### config.mk
export PLATFORM = sky130hd
export DESIGN_NAME = id3_frame_text_extractor_core_flat
export DESIGN_NICKNAME = d
export VERILOG_FILES = /design/src/hw/rtl/id3x_pkg.sv /design/src/hw/rtl/id3x_stream_if.sv /design/src/hw/rtl/id3x_cfg_regs.sv /design/src/hw/rtl/id3x_in_stage.sv /design/src/hw/rtl/id3x_parser.sv /design/src/hw/rtl/id3x_frame_text_extractor_core.sv /design/src/flat_wrapper.sv
export SDC_FILE = /design/constraint.sdc
export NUM_CORES = 1
export LEC_CHECK = 0
export BUFFER_PORTS_ARGS = -buffer_cell sky130_fd_sc_hd__clkbuf_2
export CORE_MARGIN = 5
export CORE_UTILIZATION = 45
export CTS_BUF_LIST = sky130_fd_sc_hd__clkbuf_16
export DETAILED_ROUTE_END_ITERATION = 8
export GPL_TIMING_DRIVEN = 0
export PLACE_DENSITY = 0.73
export SLEW_MARGIN = 0
export SYNTH_ARGS = -nofsm -noshare
export SYNTH_HDL_FRONTEND = slang
export SYNTH_SLANG_ARGS = --single-unit
export TNS_END_PERCENT = 20
### constraint.sdc
create_clock -name clk -period 5.6 [get_ports clk]
set_input_delay 0.28 -clock clk [delete_from_list [all_inputs] [get_ports clk]]
set_output_delay 0.28 -clock clk [all_outputs]
set_load 0.01 [all_outputs]
### src/hw/rtl/id3x_pkg.sv
// ----------------------------------------------------------------------------
// id3x_pkg
// Shared types, constants and the helper function of the tag text extractor.
// ----------------------------------------------------------------------------
package id3x_pkg;

  // Bytes of the tag header that are skipped before the first frame.
  localparam int HEADER_BYTES = 10;

  localparam int CFG_ADDR_W = 3;
  localparam int CFG_DATA_W = 32;
  localparam logic [0:0] REG_FRAMES_TO_READ = 1'b0;
  localparam logic [3:0] FRAMES_TO_READ_RESET = 4'd6;

  localparam logic [31:0] FRAME_ID_BYTES = 32'd4;
  localparam logic [31:0] SIZE_BYTES     = 32'd4;
  localparam logic [31:0] FLAG_BYTES     = 32'd2;

  // Internal frame kind: zero is an unknown frame, known frames are 1 to 6.
  localparam logic [2:0] KIND_UNKNOWN = 3'd0;
  localparam int NUM_KNOWN = 6;

  // Output codes of frame_kind.
  localparam logic [2:0] FK_TITLE   = 3'd0;
  localparam logic [2:0] FK_ARTIST  = 3'd1;
  localparam logic [2:0] FK_ALBUM   = 3'd2;
  localparam logic [2:0] FK_YEAR    = 3'd3;
  localparam logic [2:0] FK_CONTENT = 3'd4;
  localparam logic [2:0] FK_COMMENT = 3'd5;

  localparam logic [31:0] KNOWN_IDS [NUM_KNOWN] = '{
    32'h5449_5432,  // TIT2
    32'h5450_4531,  // TPE1
    32'h5441_4C42,  // TALB
    32'h5459_4552,  // TYER
    32'h5443_4F4E,  // TCON
    32'h434F_4D4D   // COMM
  };

  typedef enum logic [5:0] {
    PH_HEADER  = 6'b000001,
    PH_IDENT   = 6'b000010,
    PH_SIZE    = 6'b000100,
    PH_FLAGS   = 6'b001000,
    PH_PAYLOAD = 6'b010000,
    PH_DONE    = 6'b100000
  } phase_t;

  // One accepted input beat held in the input register.
  typedef struct packed {
    logic       valid;
    logic [7:0] data_byte;
    logic       file_start;
  } in_beat_t;

  // Map a 4-byte identifier to the internal frame kind.
  function automatic logic [2:0] kind_of(input logic [31:0] ident);
    logic [2:0] kind;
    kind = KIND_UNKNOWN;
    for (int i = 0; i < NUM_KNOWN; i++) begin
      if (ident == KNOWN_IDS[i]) begin
        kind = 3'(i + 1);
      end
    end
    return kind;
  endfunction

endpackage

### src/hw/rtl/id3x_stream_if.sv
// ----------------------------------------------------------------------------
// id3x_stream_if
// Valid/ready channels for file bytes in and extracted text out.
// ----------------------------------------------------------------------------
interface id3x_in_if;
  logic       valid;
  logic       ready;
  logic [7:0] data_byte;
  logic       file_start;

  modport source (output valid, output data_byte, output file_start, input ready);
  modport sink   (input valid, input data_byte, input file_start, output ready);
endinterface

interface id3x_out_if;
  logic       valid;
  logic       ready;
  logic [2:0] frame_kind;
  logic [7:0] text_byte;
  logic       byte_valid;
  logic       frame_end;

  modport source (output valid, output frame_kind, output text_byte,
                  output byte_valid, output frame_end, input ready);
  modport sink   (input valid, input frame_kind, input text_byte,
                  input byte_valid, input frame_end, output ready);
endinterface

### src/hw/rtl/id3x_cfg_regs.sv
// ----------------------------------------------------------------------------
// id3x_cfg_regs
// APB register file holding the frame limit.
// ----------------------------------------------------------------------------
module id3x_cfg_regs (
  input  logic                           clk,
  input  logic                           rst,
  input  logic                           psel,
  input  logic                           penable,
  input  logic                           pwrite,
  input  logic [id3x_pkg::CFG_ADDR_W-1:0] paddr,
  input  logic [id3x_pkg::CFG_DATA_W-1:0] pwdata,
  output logic [id3x_pkg::CFG_DATA_W-1:0] prdata,
  output logic                           pready,
  output logic [3:0]                     frames_to_read
);

  logic sel_limit;

  // Word index is the address bit above the byte offset.
  assign sel_limit = (paddr[2] == id3x_pkg::REG_FRAMES_TO_READ);
  assign pready    = 1'b1;

  always_ff @(posedge clk) begin
    if (rst) begin
      frames_to_read <= id3x_pkg::FRAMES_TO_READ_RESET;
    end else if (psel && penable && pwrite && sel_limit) begin
      frames_to_read <= pwdata[3:0];
    end
  end

  always_comb begin
    prdata = '0;
    if (sel_limit) begin
      prdata = {{(id3x_pkg::CFG_DATA_W-4){1'b0}}, frames_to_read};
    end
  end

endmodule

### src/hw/rtl/id3x_in_stage.sv
// ----------------------------------------------------------------------------
// id3x_in_stage
// Input register that holds one file byte until the parser takes it.
// ----------------------------------------------------------------------------
module id3x_in_stage (
  input  logic               clk,
  input  logic               rst,
  id3x_in_if.sink            file_bytes,
  input  logic               take,
  output id3x_pkg::in_beat_t beat
);

  logic load;

  assign file_bytes.ready = !beat.valid || take;
  assign load = file_bytes.valid && file_bytes.ready;

  always_ff @(posedge clk) begin
    if (rst) begin
      beat.valid <= 1'b0;
    end else if (load) begin
      beat.valid <= 1'b1;
    end else if (take) begin
      beat.valid <= 1'b0;
    end
  end

  always_ff @(posedge clk) begin
    if (load) begin
      beat.data_byte  <= file_bytes.data_byte;
      beat.file_start <= file_bytes.file_start;
    end
  end

endmodule

### src/hw/rtl/id3x_parser.sv
// ----------------------------------------------------------------------------
// id3x_parser
// Tag walker state and result register; one held byte is consumed per cycle unless the result register is stalled.
// ----------------------------------------------------------------------------
module id3x_parser (
  input  logic               clk,
  input  logic               rst,
  input  id3x_pkg::in_beat_t beat,
  input  logic [3:0]         frames_to_read,
  output logic               take,
  id3x_out_if.source         tag_text
);

  localparam id3x_pkg::phase_t START_PHASE =
    (id3x_pkg::HEADER_BYTES > 0) ? id3x_pkg::PH_HEADER : id3x_pkg::PH_IDENT;

  id3x_pkg::phase_t phase, phase_next;
  logic [31:0] byte_count, byte_count_next;
  logic [31:0] ident_shift, ident_shift_next;
  logic [31:0] payload_size, payload_size_next;
  logic [3:0]  frames_done, frames_done_next;
  logic [2:0]  current_kind, current_kind_next;
  logic        terminator_seen, terminator_seen_next;

  id3x_pkg::phase_t c_phase;
  logic [31:0] c_count, c_ident, c_size, cnt_inc, shifted;
  logic [3:0]  c_done;
  logic [2:0]  c_kind, kind_code;
  logic        c_term, last;
  logic [4:0]  done_inc, limit;

  logic       res;
  logic [7:0] res_byte;
  logic       res_valid, res_end;

  assign take = beat.valid && (!tag_text.valid || tag_text.ready);

  always_comb begin
    // A file start restarts parsing before this byte is examined.
    c_phase = beat.file_start ? START_PHASE : phase;
    c_count = beat.file_start ? '0 : byte_count;
    c_ident = beat.file_start ? '0 : ident_shift;
    c_size  = beat.file_start ? '0 : payload_size;
    c_done  = beat.file_start ? '0 : frames_done;
    c_kind  = beat.file_start ? id3x_pkg::KIND_UNKNOWN : current_kind;
    c_term  = beat.file_start ? 1'b0 : terminator_seen;

    cnt_inc   = c_count + 32'd1;
    shifted   = {c_ident[23:0], beat.data_byte};
    last      = (c_count == c_size - 32'd1);
    kind_code = c_kind - 3'd1;
    done_inc  = {1'b0, c_done} + 5'd1;
    limit     = (frames_to_read == 4'd0) ? 5'd16 : {1'b0, frames_to_read};

    phase_next           = c_phase;
    byte_count_next      = c_count;
    ident_shift_next     = c_ident;
    payload_size_next    = c_size;
    frames_done_next     = c_done;
    current_kind_next    = c_kind;
    terminator_seen_next = c_term;
    res       = 1'b0;
    res_byte  = 8'd0;
    res_valid = 1'b0;
    res_end   = 1'b0;

    unique case (c_phase)
      id3x_pkg::PH_HEADER: begin
        if (cnt_inc >= 32'(id3x_pkg::HEADER_BYTES)) begin
          phase_next      = id3x_pkg::PH_IDENT;
          byte_count_next = '0;
        end else begin
          byte_count_next = cnt_inc;
        end
      end
      id3x_pkg::PH_IDENT: begin
        if (cnt_inc >= id3x_pkg::FRAME_ID_BYTES) begin
          current_kind_next = id3x_pkg::kind_of(shifted);
          ident_shift_next  = '0;
          byte_count_next   = '0;
          phase_next        = id3x_pkg::PH_SIZE;
        end else begin
          ident_shift_next = shifted;
          byte_count_next  = cnt_inc;
        end
      end
      id3x_pkg::PH_SIZE: begin
        if (cnt_inc >= id3x_pkg::SIZE_BYTES) begin
          payload_size_next = shifted;
          ident_shift_next  = '0;
          byte_count_next   = '0;
          phase_next        = id3x_pkg::PH_FLAGS;
        end else begin
          ident_shift_next = shifted;
          byte_count_next  = cnt_inc;
        end
      end
      id3x_pkg::PH_FLAGS: begin
        if (cnt_inc >= id3x_pkg::FLAG_BYTES) begin
          byte_count_next      = '0;
          terminator_seen_next = 1'b0;
          if (c_size == 32'd0) begin
            frames_done_next  = done_inc[3:0];
            current_kind_next = id3x_pkg::KIND_UNKNOWN;
            phase_next = (done_inc >= limit) ? id3x_pkg::PH_DONE : id3x_pkg::PH_IDENT;
          end else begin
            phase_next = id3x_pkg::PH_PAYLOAD;
          end
        end else begin
          byte_count_next = cnt_inc;
        end
      end
      id3x_pkg::PH_PAYLOAD: begin
        if (c_kind != id3x_pkg::KIND_UNKNOWN) begin
          if (c_count == 32'd0) begin
            // Encoding byte: only reported when it closes the frame.
            res     = last;
            res_end = 1'b1;
          end else if (!c_term && beat.data_byte != 8'd0) begin
            res       = 1'b1;
            res_byte  = beat.data_byte;
            res_valid = 1'b1;
            res_end   = last;
          end else begin
            terminator_seen_next = 1'b1;
            res     = last;
            res_end = 1'b1;
          end
        end
        if (last) begin
          frames_done_next     = done_inc[3:0];
          byte_count_next      = '0;
          current_kind_next    = id3x_pkg::KIND_UNKNOWN;
          terminator_seen_next = 1'b0;
          phase_next = (done_inc >= limit) ? id3x_pkg::PH_DONE : id3x_pkg::PH_IDENT;
        end else begin
          byte_count_next = cnt_inc;
        end
      end
      id3x_pkg::PH_DONE: begin
      end
      default: begin
      end
    endcase
  end

  always_ff @(posedge clk) begin
    if (rst) begin
      phase           <= START_PHASE;
      byte_count      <= '0;
      ident_shift     <= '0;
      payload_size    <= '0;
      frames_done     <= '0;
      current_kind    <= id3x_pkg::KIND_UNKNOWN;
      terminator_seen <= 1'b0;
    end else if (take) begin
      phase           <= phase_next;
      byte_count      <= byte_count_next;
      ident_shift     <= ident_shift_next;
      payload_size    <= payload_size_next;
      frames_done     <= frames_done_next;
      current_kind    <= current_kind_next;
      terminator_seen <= terminator_seen_next;
    end
  end

  always_ff @(posedge clk) begin
    if (rst) begin
      tag_text.valid <= 1'b0;
    end else if (take) begin
      tag_text.valid <= res;
    end else if (tag_text.ready) begin
      tag_text.valid <= 1'b0;
    end
  end

  always_ff @(posedge clk) begin
    if (take && res) begin
      tag_text.frame_kind <= kind_code;
      tag_text.text_byte  <= res_byte;
      tag_text.byte_valid <= res_valid;
      tag_text.frame_end  <= res_end;
    end
  end

endmodule

### src/hw/rtl/id3x_frame_text_extractor_core.sv
// ----------------------------------------------------------------------------
// id3_frame_text_extractor_core
// Walks the tag at the head of an audio file and streams out frame text.
// ----------------------------------------------------------------------------
// File bytes arrive one per beat on file_bytes; file_start on a beat marks
// the first byte of a new file and restarts the tag walk at that byte.
// Each text beat on tag_text carries the frame kind (title, artist, album,
// year, content type or comment), one text character with byte_valid set,
// or a zero filler with byte_valid clear, and frame_end on the frame's last
// payload byte. Bytes of other frames, of the header and of the frame
// headers produce no beat.
// The limit on parsed frames sits in one APB register at address 0 (zero
// means sixteen frames); write it only while the block is idle.
// A byte accepted from file_bytes is held in the input register, parsed
// from there and, if it yields text, registered in the result register
// that drives tag_text. One byte is accepted every cycle while tag_text
// is taken every cycle; the bound is the single parse step between the
// input and result registers.
// When the receiver stalls, the pending result holds and the input register
// keeps one more byte, after which file_bytes.ready drops.
// Reset clears both registers, restores the limit to six frames and puts
// the walker at the start of the tag header.
// ----------------------------------------------------------------------------
module id3_frame_text_extractor_core (
  input  logic                           clk,
  input  logic                           rst,
  input  logic                           psel,
  input  logic                           penable,
  input  logic                           pwrite,
  input  logic [id3x_pkg::CFG_ADDR_W-1:0] paddr,
  input  logic [id3x_pkg::CFG_DATA_W-1:0] pwdata,
  output logic [id3x_pkg::CFG_DATA_W-1:0] prdata,
  output logic                           pready,
  id3x_in_if.sink                        file_bytes,
  id3x_out_if.source                     tag_text
);

  logic [3:0]         frames_to_read;
  logic               take;
  id3x_pkg::in_beat_t beat;

  id3x_cfg_regs u_cfg (
    .clk            (clk),
    .rst            (rst),
    .psel           (psel),
    .penable        (penable),
    .pwrite         (pwrite),
    .paddr          (paddr),
    .pwdata         (pwdata),
    .prdata         (prdata),
    .pready         (pready),
    .frames_to_read (frames_to_read)
  );

  // Input register: decouples the byte source from a stalled receiver.
  id3x_in_stage u_in (
    .clk        (clk),
    .rst        (rst),
    .file_bytes (file_bytes),
    .take       (take),
    .beat       (beat)
  );

  // Parse step and result register.
  id3x_parser u_parse (
    .clk            (clk),
    .rst            (rst),
    .beat           (beat),
    .frames_to_read (frames_to_read),
    .take           (take),
    .tag_text       (tag_text)
  );

  // A beat without text is always the closing filler of a frame.
  a_filler_ends_frame: assert property (@(posedge clk) disable iff (rst)
    tag_text.valid && !tag_text.byte_valid |-> tag_text.frame_end)
    else $error("text filler beat without frame_end");

  // Text characters are never the terminating zero.
  a_text_nonzero: assert property (@(posedge clk) disable iff (rst)
    tag_text.valid && tag_text.byte_valid |-> tag_text.text_byte != 8'd0)
    else $error("zero byte reported as text");

  // Only the six known kinds are reported.
  a_kind_known: assert property (@(posedge clk) disable iff (rst)
    tag_text.valid |-> tag_text.frame_kind <= id3x_pkg::FK_COMMENT)
    else $error("frame_kind out of range");

  // Nothing is pending on either side right after reset.
  a_reset_clears: assert property (@(posedge clk)
    rst |=> !tag_text.valid && file_bytes.ready)
    else $error("result or input stage not cleared by reset");

endmodule

### src/flat_wrapper.sv
// flat-port wrapper written by rule: the top's interface ports become plain ports
module id3_frame_text_extractor_core_flat 
  (clk, rst, psel, penable, pwrite, paddr, pwdata, prdata, pready, file_bytes_valid, file_bytes_data_byte, file_bytes_file_start, file_bytes_ready, tag_text_valid, tag_text_frame_kind, tag_text_text_byte, tag_text_byte_valid, tag_text_frame_end, tag_text_ready);
  id3x_in_if file_bytes_i ();
  id3x_out_if tag_text_i ();
  input  logic clk;
  input  logic rst;
  input  logic psel;
  input  logic penable;
  input  logic pwrite;
  input  logic [id3x_pkg::CFG_ADDR_W-1:0] paddr;
  input  logic [id3x_pkg::CFG_DATA_W-1:0] pwdata;
  output logic [id3x_pkg::CFG_DATA_W-1:0] prdata;
  output logic pready;
  input wire logic [$bits(file_bytes_i.valid)-1:0] file_bytes_valid;
  input wire logic [$bits(file_bytes_i.data_byte)-1:0] file_bytes_data_byte;
  input wire logic [$bits(file_bytes_i.file_start)-1:0] file_bytes_file_start;
  output wire logic [$bits(file_bytes_i.ready)-1:0] file_bytes_ready;
  output wire logic [$bits(tag_text_i.valid)-1:0] tag_text_valid;
  output wire logic [$bits(tag_text_i.frame_kind)-1:0] tag_text_frame_kind;
  output wire logic [$bits(tag_text_i.text_byte)-1:0] tag_text_text_byte;
  output wire logic [$bits(tag_text_i.byte_valid)-1:0] tag_text_byte_valid;
  output wire logic [$bits(tag_text_i.frame_end)-1:0] tag_text_frame_end;
  input wire logic [$bits(tag_text_i.ready)-1:0] tag_text_ready;
  assign file_bytes_i.valid = file_bytes_valid;
  assign file_bytes_i.data_byte = file_bytes_data_byte;
  assign file_bytes_i.file_start = file_bytes_file_start;
  assign file_bytes_ready = file_bytes_i.ready;
  assign tag_text_valid = tag_text_i.valid;
  assign tag_text_frame_kind = tag_text_i.frame_kind;
  assign tag_text_text_byte = tag_text_i.text_byte;
  assign tag_text_byte_valid = tag_text_i.byte_valid;
  assign tag_text_frame_end = tag_text_i.frame_end;
  assign tag_text_i.ready = tag_text_ready;
  id3_frame_text_extractor_core u_core (.clk(clk), .rst(rst), .psel(psel), .penable(penable), .pwrite(pwrite), .paddr(paddr), .pwdata(pwdata), .prdata(prdata), .pready(pready), .file_bytes(file_bytes_i), .tag_text(tag_text_i));
endmodule
==> run_results.csv <==
group,metric,value,unit
run_status,outcome,"finished clean",
routing,drc_errors,0,
global_routing,antenna_found_initial,0,
power_and_ir_drop,p_leak,3.836,nW
routing,vias,8735,
finish,final_cell_area,10010,um2
setup_path,path_cells,"buf_4 -> clkinvlp_4 -> buf_2 -> clkbuf_4 -> buf_2 -> nand2_1 -> inv_1 -> ha_2 -> nand4_1 -> buf_4 -> nor4_4 -> nand4_1 -> mux2_1 -> a211o_2 -> nor3_4 -> nand3_4 -> a21oi_4 -> buf_6 -> nand2_1 -> o22ai_1",
timing,slew_headroom,0.3978,
global_routing,grt_max_degree,17,
logic_synthesis,synth_flop_cell,"dfxtp_1",
timing,setup_slack,0.06415,ns
clock_tree,path_clk_slew,0.06,ns
global_routing,grt_pass1_wl,44730,um
timing,fin_crit_sh,0.9885,
logic_synthesis,synth_area,8642,um2
routing,wl_per_cell,20.18,um
routing,detail-route-antenna-nets,0,
logic_synthesis,ys_seq_area_frac,0.3266,
setup_path,critPathKind,"reg -> reg",
logic_synthesis,synth_edf_count,22,
finish,stdcell_count,1425,
finish,layout_common_cells,"nor2_1 (127), dfxtp_1 (108), nand2_1 (87), buf_4 (46), a21oi_1 (41)",
floorplan,rows,50,
floorplan,die_w,148.6,um
floorplan,initial_core_util,0.4589,
finish,layout_commonest_cell,"nor2_1",
placed_design,dp_slack,-1.443,ns
worst_hold_path,hold_class,"in -> reg",
logic_synthesis,synthArstFlopShare,0,
timing,finalHoldViolations,0,
timing,fin_worst_skew,0.01568,ns
finish,nNetsFinal,1215,
setup_path,endpoint_kind,"flip-flop",
setup_path,cpMaxStageDelayCell,"edfxtp_1",
logic_synthesis,ys_types,92,
finish,antennaDiodeCount,0,
timing,hold_slack,0.01741,ns
routing,post_drt_via_cell_ratio,6.130,
placed_design,place_area,9259,um2
placed_design,detailed_place_hpwl,21100,um
floorplan,fp.coreArea,18830,um2
setup_path,cp_num_buf_inv,8,
clock_tree,cts_hold_buf,0,
global_routing,grt.overflow.total,0,
routing,firstDrtPassIters,8,
logic_synthesis,ys_ff_latch,130,
floorplan,io_pins,99,
logic_synthesis,syn-mean-instance-area,8.145,um2
power_and_ir_drop,ir_worst_vdd,205.7,uV
setup_path,cp_max_fo,12,
timing,setup_violations,0,
clock_tree,cts-root-buf,"clkbuf_16",
setup_path,critPathTopFamily,"buffers and inverters",
clock_tree,cts.sinks,130,
placed_design,place.port_buffers,38,
clock_tree,numCtsBuffers,17,
clock_tree,cts_tree,"done",
routing,dr.first_iter.drc_count,1261,
timing,finalCriticalPeriod,5.536,ns
global_routing,grtUsageTotal,0.2560,
finish,drive_gt1_frac,0.1700,
logic_synthesis,netlist_instances,1061,
timing,max_freq,0.1806,GHz
power_and_ir_drop,fin_total_pwr,2.278,mW
placed_design,dp.cells,1386,
floorplan,dieArea,22080,um2
timing,tightestPinTransition,0.9000,ns
placed_design,routabilityCongestion,1.038,
setup_path,start_kind,"flip-flop",
floorplan,die-height,148.6,um
setup_path,cp.arrival,5.89,ns
logic_synthesis,ys_warn_count,0,
clock_tree,htree_levels,4,
power_and_ir_drop,power_density,227.7,nW/um2
clock_tree,insertion_delay,0.44,ns
finish,syn2layout_area_growth,15.80,%
routing,wl,28760,um
setup_path,worstPathRequired,5.95,ns
run,maxCapViolCount,0,
timing,slew_viol_final,0,
setup_path,max_stage_delay,0.52,ns
global_routing,grt_pass1_vias,8026,
clock_tree,cts_buffer_depth,2,
timing repair:
| item | 4_1_cts | 5_1_grt |
|---|---|---|
| resized for setup | 15 | 19 |
| cloned | 0 | 0 |
| pin swaps | 2 | 7 |
| endpoints found under the setup margin | 117 | 107 |
| buffers inserted | 3 | 7 |
metal layers:
layer / vias up / part of all wire / track usage
li1: 4068 / - / -
met2: 524 / 0.45 / 0.3983
met4: 0 / 0.029 / 0.09469
met3: 76 / 0.10 / 0.04753
met5: - / 0 / 0
met1: 4067 / 0.42 / 0.3546
layout make-up:
cell class	instances	area [um2]
Tap cell	260	325.3
Multi-Input combinational cell	829	5311
Buffer	98	589.3
Clock buffer	17	425.4
Sequential cell	130	2823
Timing Repair Buffer	48	265.3
Inverter	28	108.9
Fill cell	1769	8823
Clock inverter	15	158.9
synthesized netlist by cell type, types with 5 or more instances:
| cell type | count | area, um2 |
|---|---|---|
| a2111oi_0 | 5 | 43.79 |
| nor4b_1 | 5 | 43.79 |
| buf_4 | 33 | 247.7 |
| o22ai_1 | 8 | 50.05 |
| buf_2 | 21 | 105.1 |
| nor2b_1 | 18 | 112.6 |
| a31oi_1 | 10 | 62.56 |
| nand3_1 | 33 | 165.2 |
| or4_1 | 7 | 52.55 |
| nor4_2 | 5 | 62.56 |
| mux2i_1 | 8 | 80.08 |
| a211oi_1 | 9 | 67.56 |
| inv_1 | 27 | 101.4 |
| edfxtp_1 | 22 | 660.6 |
| o41ai_1 | 7 | 61.31 |
| a22o_1 | 32 | 280.3 |
| buf_1 | 6 | 22.52 |
| buf_6 | 6 | 67.56 |
| clkbuf_1 | 35 | 131.4 |
| nand2b_1 | 15 | 93.84 |
| o21ai_0 | 38 | 190.2 |
| xor2_1 | 22 | 192.7 |
| nor4_1 | 32 | 200.2 |
| nor3_1 | 36 | 180.2 |
| dfxtp_1 | 108 | 2162 |
| nor2_1 | 127 | 476.7 |
| nand4b_1 | 8 | 70.07 |
| xnor2_1 | 34 | 297.8 |
| and3_1 | 11 | 68.82 |
| a22oi_1 | 36 | 270.3 |
| ha_1 | 12 | 150.1 |
| nand2_1 | 88 | 330.3 |
| nand4_1 | 30 | 187.7 |
| and2_1 | 16 | 100.1 |
| a21oi_1 | 42 | 210.2 |
flip-flops by register name, indices dropped and copies added (netlist names), 4 cells and up:
register / cells
u_core.u_parse.payload_size: 32
u_core.u_in.beat: 10
u_core.u_cfg.frames_to_read: 4
u_core.u_parse.byte_count: 32
u_core.u_parse.phase: 6
u_core.u_parse.frames_done: 4
u_core.u_parse.ident_shift: 24
u_core.u_parse.tag_text.text_byte: 8
worst reg2reg max path, stage by stage (launching register included):
cell	delay, ns
edfxtp_1	0.52
buf_4	0.25
clkinvlp_4	0.24
buf_2	0.35
clkbuf_4	0.34
buf_2	0.34
nand2_1	0.17
inv_1	0.11
ha_2	0.22
nand4_1	0.10
buf_4	0.19
nor4_4	0.39
nand4_1	0.22
mux2_1	0.38
a211o_2	0.37
nor3_4	0.26
nand3_4	0.16
a21oi_4	0.30
buf_6	0.22
nand2_1	0.11
o22ai_1	0.22
path summary, 6_finish.rpt:
| check | startpoint | end | slack (ns) | cells after the start |
|---|---|---|---|---|
| worst min register to register | u_core.u_parse.current_kind[2] | u_core.u_parse.current_kind[2] | 0.48 | 2 |
| worst max register to register | u_core.u_in.beat[0] | u_core.u_parse.byte_count[29] | 0.06 | 20 |
| worst max-delay path | u_core.u_in.beat[0] | u_core.u_parse.byte_count[29] | 0.06 | 20 |
| worst min-delay path | file_bytes_data_byte[7] | u_core.u_in.beat[8] | 0.02 | 1 |
report_power, final:
| group | internal (mW) | switching [mW] | total (mW) |
|---|---|---|---|
| registers | 0.958 | 0.0156 | 0.974 |
| clock network | 0.660 | 0.463 | 1.12 |
| logic | 0.0582 | 0.124 | 0.182 |
metrics by stage:
step                      setup TNS [ns]    util
after CTS                              0  0.5260
final                                  0  0.5314
after global placement           -147.39  0.4917
after floorplan                        0       -
after detailed placement         -144.52  0.4917
after global routing             -0.1215  0.5314
kinds of logic after synthesis:
| group | synth area share |
|---|---|
| other cells | 0.0008690 |
| simple gates | 0.2997 |
| fa+ha+maj | 0.01737 |
| xor+xnor | 0.05675 |
| flops | 0.3266 |
| compound gates | 0.2056 |
| mux | 0.01448 |
| buf+inv | 0.07862 |
(Power assumes the default switching activity.)
